===== src/rtl/assert_macros.svh =====
// Assertion macros shared by the RTL.
// Needs nothing else; included by files that carry concurrent checks.
`ifndef ASSERT_MACROS_SVH
`define ASSERT_MACROS_SVH

// Same-cycle implication, checked at every rising edge outside reset.
`define ASSERT_IMPLIES(label, clk, rst, ante, cons) \
  label: assert property (@(posedge clk) disable iff (rst) (ante) |-> (cons)) \
    else $error("assertion failed: same-cycle implication");

// Next-cycle implication, checked at every rising edge outside reset.
`define ASSERT_NEXT(label, clk, rst, ante, cons) \
  label: assert property (@(posedge clk) disable iff (rst) (ante) |=> (cons)) \
    else $error("assertion failed: next-cycle implication");

`endif


===== src/rtl/atr_pkg.sv =====
// Constants for the average true range block: field widths, period limits,
// price masking and the divider step count. Depends on nothing.
package atr_pkg;

  localparam int PRICE_W    = 32;   // width of each price and result field
  localparam int PERIOD_W   = 10;   // width of the period register
  localparam int PRICE_BITS = 32;   // price bits taken from each input field
  localparam int SUM_W      = 42;   // seed sum and running average width

  // smoothing dividend avg*(period-1) + tr needs the period bits on top
  localparam int DIV_W      = SUM_W + PERIOD_W;

  localparam logic [PERIOD_W-1:0] PERIOD_MAX   = PERIOD_W'(1023);
  localparam logic [PERIOD_W-1:0] PERIOD_RESET = PERIOD_W'(14);

  // Mask that keeps the low PRICE_BITS bits of a price
  localparam logic [PRICE_W-1:0] PRICE_MASK =
    (PRICE_BITS >= PRICE_W) ? {PRICE_W{1'b1}} : PRICE_W'((64'd1 << PRICE_BITS) - 64'd1);

  // One quotient bit per divider step
  localparam int DIV_STEPS = DIV_W;
  localparam int DIV_CNT_W = $clog2(DIV_STEPS + 1);

endpackage


===== src/rtl/average_true_range.sv =====
// Wilder average true range: one price bar in, one result word out.
// Uses atr_pkg for widths and limits, assert_macros.svh for the checks.
//
// Each bar word (high, low, close, unsigned Q16.16) produces one result word
// holding the bar's true range, the current average and a ready flag. The
// first 'period' true ranges are summed and divided by the period to seed the
// average; after that the average follows avg = (avg*(period-1) + tr)/period,
// truncated. The average is kept 42 bits wide inside, since a period lowered
// while seeding can push it past 32 bits; the result word shows its low 32
// bits. A bar that divides goes from acceptance to result through a true
// range step in a shared abs-difference/compare unit (TR1 alone on the first
// bar, TR1 to TR3 after it), an accumulate or multiply step, an add step when
// smoothing, a restoring divider by the period, one quotient bit a cycle, and
// the output register. Bars that only add to the seed sum skip the divider.
// The input is not ready while a bar is in work and comes back as the result
// is loaded; the result word sits in an output register until taken, and a
// result still waiting there holds the next one back. Period 0 acts as period 1.
module average_true_range (
  input  logic                          clk,
  input  logic                          rst,
  // period register write
  input  logic                          period_we,
  input  logic [atr_pkg::PERIOD_W-1:0]  period_wdata,
  // bar input: [31:0] bar_high, [63:32] bar_low, [95:64] bar_close
  input  logic                          s_tvalid,
  output logic                          s_tready,
  input  logic [3*atr_pkg::PRICE_W-1:0] s_tdata,
  // result: [31:0] avg_range, [63:32] true_range
  output logic                          m_tvalid,
  input  logic                          m_tready,
  output logic [2*atr_pkg::PRICE_W-1:0] m_tdata,
  // result flag: [0] ready_res
  output logic                          m_tuser
);

  localparam int PW = atr_pkg::PRICE_W;
  localparam int QW = atr_pkg::PERIOD_W;
  localparam int SW = atr_pkg::SUM_W;
  localparam int DW = atr_pkg::DIV_W;
  localparam int CW = atr_pkg::DIV_CNT_W;

  // sequencer states
  localparam logic [2:0] ST_IDLE = 3'd0;
  localparam logic [2:0] ST_TR1  = 3'd1;
  localparam logic [2:0] ST_TR2  = 3'd2;
  localparam logic [2:0] ST_TR3  = 3'd3;
  localparam logic [2:0] ST_ACC  = 3'd4;
  localparam logic [2:0] ST_ADD  = 3'd5;
  localparam logic [2:0] ST_DIV  = 3'd6;
  localparam logic [2:0] ST_OUT  = 3'd7;

  logic [2:0]    state;
  logic [QW-1:0] period;
  logic [PW-1:0] bar_high, bar_low, bar_close;
  logic [PW-1:0] prior_close;
  logic          have_prior;
  logic          seeded;
  logic [QW-1:0] seed_count;
  logic [SW-1:0] seed_sum;
  logic [SW-1:0] avg_value;
  logic [PW-1:0] tr;
  logic [DW-1:0] prod;
  logic [DW-1:0] quo;
  logic [QW-1:0] rem;
  logic [CW-1:0] div_cnt;

  logic [QW-1:0] p_eff;
  logic [PW-1:0] abs_a, abs_b, abs_val;
  logic [PW:0]   diff;
  logic [DW-1:0] add_a, add_out;
  logic [QW-1:0] count_next;
  logic [QW:0]   trial, trial_sub;
  logic          trial_ge;
  logic [DW-1:0] prod_next;
  logic          out_load;

  // effective period: zero acts as one, clamp at the maximum
  always_comb begin
    if (period == '0) begin
      p_eff = QW'(1);
    end else if (period > atr_pkg::PERIOD_MAX) begin
      p_eff = atr_pkg::PERIOD_MAX;
    end else begin
      p_eff = period;
    end
  end

  // shared abs-difference unit, operands picked by state
  always_comb begin
    unique case (state)
      ST_TR2:  begin abs_a = bar_high; abs_b = prior_close; end
      ST_TR3:  begin abs_a = bar_low;  abs_b = prior_close; end
      default: begin abs_a = bar_high; abs_b = bar_low;     end
    endcase
    diff    = {1'b0, abs_a} - {1'b0, abs_b};
    abs_val = diff[PW] ? (~diff[PW-1:0] + PW'(1)) : diff[PW-1:0];
  end

  // shared accumulate adder: seed sum or smoothing product plus true range
  assign add_a   = (state == ST_ACC) ? DW'(seed_sum) : prod;
  assign add_out = add_a + DW'(tr);

  assign count_next = seed_count + QW'(1);

  // smoothing product avg*(p-1)
  assign prod_next = DW'(avg_value) * DW'(p_eff - QW'(1));

  // restoring divider step
  assign trial     = {rem, quo[DW-1]};
  assign trial_sub = trial - {1'b0, p_eff};
  assign trial_ge  = trial >= {1'b0, p_eff};

  assign s_tready = (state == ST_IDLE);

  // result register takes a new word when empty or being drained
  assign out_load = (state == ST_OUT) && (!m_tvalid || m_tready);

  // period register
  always_ff @(posedge clk) begin
    if (rst) begin
      period <= atr_pkg::PERIOD_RESET;
    end else if (period_we) begin
      period <= period_wdata;
    end
  end

  // sequencer and datapath
  always_ff @(posedge clk) begin
    if (rst) begin
      state       <= ST_IDLE;
      have_prior  <= 1'b0;
      seeded      <= 1'b0;
      seed_count  <= '0;
      seed_sum    <= '0;
      avg_value   <= '0;
      prior_close <= '0;
      m_tvalid    <= 1'b0;
      div_cnt     <= '0;
    end else begin
      if (out_load) begin
        m_tvalid <= 1'b1;
      end else if (m_tready) begin
        m_tvalid <= 1'b0;
      end
      unique case (state)
        ST_IDLE: begin
          if (s_tvalid) begin
            bar_high  <= s_tdata[PW-1:0]    & atr_pkg::PRICE_MASK;
            bar_low   <= s_tdata[2*PW-1:PW] & atr_pkg::PRICE_MASK;
            bar_close <= s_tdata[3*PW-1:2*PW] & atr_pkg::PRICE_MASK;
            state     <= ST_TR1;
          end
        end
        ST_TR1: begin
          tr    <= abs_val;
          state <= have_prior ? ST_TR2 : ST_ACC;
        end
        ST_TR2: begin
          if (abs_val > tr) tr <= abs_val;
          state <= ST_TR3;
        end
        ST_TR3: begin
          if (abs_val > tr) tr <= abs_val;
          state <= ST_ACC;
        end
        ST_ACC: begin
          if (!seeded) begin
            seed_count <= count_next;
            seed_sum   <= add_out[SW-1:0];
            if (count_next >= p_eff) begin
              quo     <= add_out;
              rem     <= '0;
              div_cnt <= '0;
              seeded  <= 1'b1;
              state   <= ST_DIV;
            end else begin
              state <= ST_OUT;
            end
          end else begin
            prod  <= prod_next;
            state <= ST_ADD;
          end
        end
        ST_ADD: begin
          quo     <= add_out;
          rem     <= '0;
          div_cnt <= '0;
          state   <= ST_DIV;
        end
        ST_DIV: begin
          rem     <= trial_ge ? trial_sub[QW-1:0] : trial[QW-1:0];
          quo     <= {quo[DW-2:0], trial_ge};
          div_cnt <= div_cnt + CW'(1);
          if (div_cnt == CW'(atr_pkg::DIV_STEPS - 1)) begin
            avg_value <= {quo[SW-2:0], trial_ge};
            state     <= ST_OUT;
          end
        end
        ST_OUT: begin
          if (out_load) begin
            m_tuser     <= seeded;
            m_tdata     <= {tr, seeded ? avg_value[PW-1:0] : PW'(0)};
            prior_close <= bar_close;
            have_prior  <= 1'b1;
            state       <= ST_IDLE;
          end
        end
        default: state <= ST_IDLE;
      endcase
    end
  end

`include "assert_macros.svh"

  // the average field reads zero until the average is seeded
  `ASSERT_IMPLIES(a_avg_zero_unready, clk, rst, m_tvalid && !m_tuser, m_tdata[PW-1:0] == '0)
  // divider remainder stays below the divisor
  `ASSERT_IMPLIES(a_rem_below_period, clk, rst, state == ST_DIV, rem < p_eff)
  // once seeded, the average stays seeded
  `ASSERT_NEXT(a_seeded_sticks, clk, rst, seeded, seeded)
  // an accepted bar starts at the true range step
  `ASSERT_NEXT(a_accept_starts, clk, rst, s_tvalid && s_tready, state == ST_TR1)

endmodule

===== config.mk =====
export PLATFORM = sky130hd
export DESIGN_NAME = average_true_range
export DESIGN_NICKNAME = d
export VERILOG_FILES = /design/src/rtl/atr_pkg.sv /design/src/rtl/average_true_range.sv
export VERILOG_INCLUDE_DIRS = /design/src /design/src/rtl
export SDC_FILE = /design/constraint.sdc
export NUM_CORES = 2
export LEC_CHECK = 0
export BUFFER_PORTS_ARGS = -buffer_cell sky130_fd_sc_hd__buf_2
export CELL_PAD_IN_SITES_DETAIL_PLACEMENT = 1
export CELL_PAD_IN_SITES_GLOBAL_PLACEMENT = 1
export CORE_MARGIN = 5
export CORE_UTILIZATION = 43
export CTS_CLUSTER_DIAMETER = 150
export DETAILED_ROUTE_END_ITERATION = 8
export PLACE_DENSITY_LB_ADDON = 0.2
export SYNTH_ARGS = -nofsm -noshare
export SYNTH_HDL_FRONTEND = slang
export SYNTH_SLANG_ARGS = --single-unit
export TNS_END_PERCENT = 30

===== constraint.sdc =====
create_clock -name clk -period 9 [get_ports clk]
set_clock_uncertainty 0.15 [all_clocks]
set_input_delay 0 -clock clk [delete_from_list [all_inputs] [get_ports clk]]
set_output_delay 0 -clock clk [all_outputs]
set_load 0.02 [all_outputs]

==> flow_summary.ini <==
[power_and_ir_drop]
power_leakage_uw = 0.0188
ir_drop_v = 0.000163
powerDensity_mw_per_mm2 = 156

[hold_path]
min_from = period_we
holdPathEnd = period[1]$_SDFFE_PP1P_
hold_depth = 3
hp-class = input port to register

[worst_setup_path]
critPathMostFrequentCell = fa_1
worst_r2r_endpoint = prod[29]$_DFFE_PP_
reg2reg_from = period[5]$_SDFFE_PP0P_
critPathMaxFanout = 9
path_buf_inv = 7
required_ps = 9190
path_delay_family = adder cells
reg2reg_depth = 27
path_class = register to register
max_stage_delay_ps = 560
slowest_stage = fa_1
startpoint = period[5]$_SDFFE_PP0P_
crit_path_end_kind = register
arrival_ps = 8630
ff2ff_setup_slack_ps = 560
crit_path_start_kind = register

[die]
rows = 108
fp.coreArea_mm2 = 0.0869
dieArea_mm2 = 0.0936
die_w_um = 306
dieHeight_um = 306
initial_core_util = 0.434
io_pins = 178

[layout]
syn_to_final_growth_pct = 17.2
layout.nets = 5017
drive_gt1_frac = 0.0911
diodes = 0

[placed_design]
portBuffers = 177
place_ws_ps = 207
gp_congestion = 0.873
dpl.hpwl_um = 81400

[global_route]
antenna_found_initial = 6
grt_pass1_wl_um = 186000
grt_pass1_vias = 32335
overflow = 0
gr-usage-all-layers = 0.249
grt_max_degree = 66

[drt]
routedWlPerCell_um = 21.4
vias_per_cell = 5.44
routed_wirelength_um = 118000
drc = 0
drtIter0Drc = 1743
ant_nets = 0
vias = 29937
firstDrtPassIters = 7

[yosys]
yosys_warnings = 0
avgSynthCellArea_um2 = 9.54
async_flop_share = 0
ys_ff_latch = 455
ys.flop_type = edfxtp_1
ys_seq_area_frac = 0.323
synth_enable_flop_cells = 307
netlist_instances = 3950
synth_area_mm2 = 0.0377
yosys.cell_types.count = 88

[timing]
worst_pin_slew_ps = 1110
worst_slack_ps = 555
tns_ps = 0
period_share = 0.938
finalHoldViolations = 0
finalSetupViolCount = 0
fin_crit_ps = 8440
slew_viol_final = 0
rsz0062_at_grt = no
slew_headroom = 0.261
max_freq_mhz = 118

[run_status]
status = completed

[clock_tree]
cts-root-buf = clkbuf_16
cts_sinks = 455
cts_buffer_depth = 3
worstSkewPairLatency_ps = 650
clkSlewWorstSetupHoldPaths_ps = 60
cts_max_level = 2
cts_tree = built
cts-buffers-inserted = 53

[run]
drv_cap = 0
[sequential cells by signal, summed over array words and instances (netlist names)]
name         cells
avg_value       42
bar_close       32
bar_high        32
bar_low         32
div_cnt          6
have_prior       1
m_tdata         64
m_tuser          1
m_tvalid         1
period          10
prior_close     32
prod            52
quo             52
rem             10
seed_count      10
seed_sum        42
seeded           1
state            3
tr              32
[area by class of cell]
| type | count | area [um^2] |
|---|---|---|
| clock buffers | 78 | 1560 |
| clock inverters | 21 | 338 |
| fillers | 9779 | 42700 |
| inverters | 468 | 1760 |
| multi-input cells | 2872 | 23300 |
| flip-flops and latches | 455 | 12200 |
| well taps | 1155 | 1450 |
| repair buffers | 452 | 3590 |
[how the worst max path moves through the flow]
stage,cells past startpoint,slack (ps),to
4_1_cts,28,190,prod[48]$_DFFE_PP_
2_1_floorplan,16,980,quo[0]$_DFFE_PP_
6_report,27,560,prod[29]$_DFFE_PP_
3_3_place_gp,28,410,prod[51]$_DFFE_PP_
5_1_grt,28,130,prod[51]$_DFFE_PP_
3_5_place_dp,28,210,prod[48]$_DFFE_PP_
[kinds of logic (layout without fill, tap and decap cells)]
| kind of cell | Yosys count | in the layout | synth area share |
|---|---|---|---|
| AO/OA/AOI/OAI | 635 | 635 | 0.104 |
| XOR/XNOR | 181 | 181 | 0.0421 |
| adder cells (fa/ha/maj) | 606 | 606 | 0.273 |
| buffers and inverters | 663 | 1019 | 0.0673 |
| flip-flops | 455 | 455 | 0.323 |
| multiplexers | 95 | 95 | 0.0264 |
| other | 2 | 42 | 0.000199 |
| AND/OR/NAND/NOR | 1313 | 1313 | 0.163 |
[where the power goes]
part | leakage (uW) | internal, uW | total (uW) | switching, uW
Sequential | 0.00400 | 2410 | 2520 | 107
Clock | 0.000924 | 1410 | 2390 | 980
Combinational | 0.0139 | 779 | 2000 | 1220
[per-layer routing]
layer	part of all wire	vias up	GRT usage
met5	0	-	0
met4	0.025	0	0.0606
met3	0.041	175	0.0263
met2	0.49	703	0.434
met1	0.44	15355	0.336
li1	-	13704	-
[worst reg2reg max path, cell delays in order (launching register included)]
cell,delay (ps)
dfxtp_1,410
inv_1,110
nand4_1,270
nor4_1,100
buf_4,160
or4_4,490
nor2_1,320
xnor2_4,310
buf_4,300
nand2_1,100
fa_1,560
inv_1,50
fa_1,490
fa_1,530
fa_1,550
inv_1,70
fa_1,530
inv_1,40
ha_1,370
nand3_1,140
nor2_1,400
o31a_1,390
o21ai_0,140
buf_4,200
nor4_1,350
o21ai_0,200
o21ai_0,260
xnor2_1,150
[synth_stat cells, types with 4 or more instances]
cell         n  share of area
nand2b_1    28         0.0047
nor2_1     163          0.016
nor4_1      11         0.0018
nand4_1     37         0.0061
xnor2_1    127          0.030
clkbuf_1   173          0.017
nand2_1    669          0.067
mux2i_1     60          0.016
o21ai_1      4        0.00053
mux2_2      35          0.010
a21oi_1    256          0.034
nor2b_1     55         0.0091
a21o_1      76          0.015
inv_1      466          0.046
nor3b_1      8         0.0016
buf_1       10         0.0010
o21bai_1    18         0.0036
o211ai_1    20         0.0040
fa_1       362           0.19
xor2_1      54          0.013
nand3b_1     4        0.00080
o31ai_1     10         0.0020
a211oi_1    32         0.0064
and2_1     198          0.033
a21boi_0    10         0.0020
dfxtp_1    148          0.079
o221ai_1     4        0.00093
and3_1      16         0.0027
or2_2        7         0.0012
nand3_1     53         0.0070
o21a_1      22         0.0044
ha_1       242          0.080
nor3_1      25         0.0033
edfxtp_1   307           0.24
o21ai_0     98          0.013
buf_4        4        0.00080
or3_1       10         0.0017
a311o_1      4         0.0011
a2111oi_0   15         0.0035
a31oi_1     26         0.0043
[through the flow]
stage / area, um^2 / utilization / hold WS (ps) / std cells / power [uW]
floorplan: 37800 / - / -51.1 / 3990 / 3860
global placement: 39900 / 0.459 / 26.8 / 5174 / 4380
detailed placement: 39900 / 0.459 / 28.3 / 5174 / 4420
CTS: 44100 / 0.507 / 172 / 5500 / 6870
global route: 44100 / 0.508 / 255 / 5501 / 7250
finish: 44100 / 0.508 / 244 / 5501 / 6910
[repair_timing]
item,in CTS,in global routing
hold buffers,227,0
endpoints found under the hold margin,170,0
endpoints found under the setup margin,0,16
gates resized for setup,0,8
buffers inserted,0,1
[cell usage in the layout, fill, tap and decap left out, types with 13 or more instances in the layout]
cell           count
buf_2            176
o21a_1            22
o211ai_1          20
mux2i_1           59
clkbuf_16         55
a2111oi_0         14
dlygate4sd3_1    227
a31oi_1           24
fa_1             362
inv_1            466
nand4_1           37
nor2b_1           55
nand2_1          668
a211oi_1          32
o21ai_0           97
and2_1           198
nor2_1           157
clkbuf_1          13
edfxtp_1         307
xnor2_1          123
xor2_1            54
nand3_1           53
a21o_1            76
and3_1            14
nand2b_1          26
nor3_1            25
buf_4             43
a21oi_1          256
conb_1            42
o21bai_1          18
ha_1             242
mux2_2            35
dfxtp_1          148
Power figures use the tool's default switching activity.
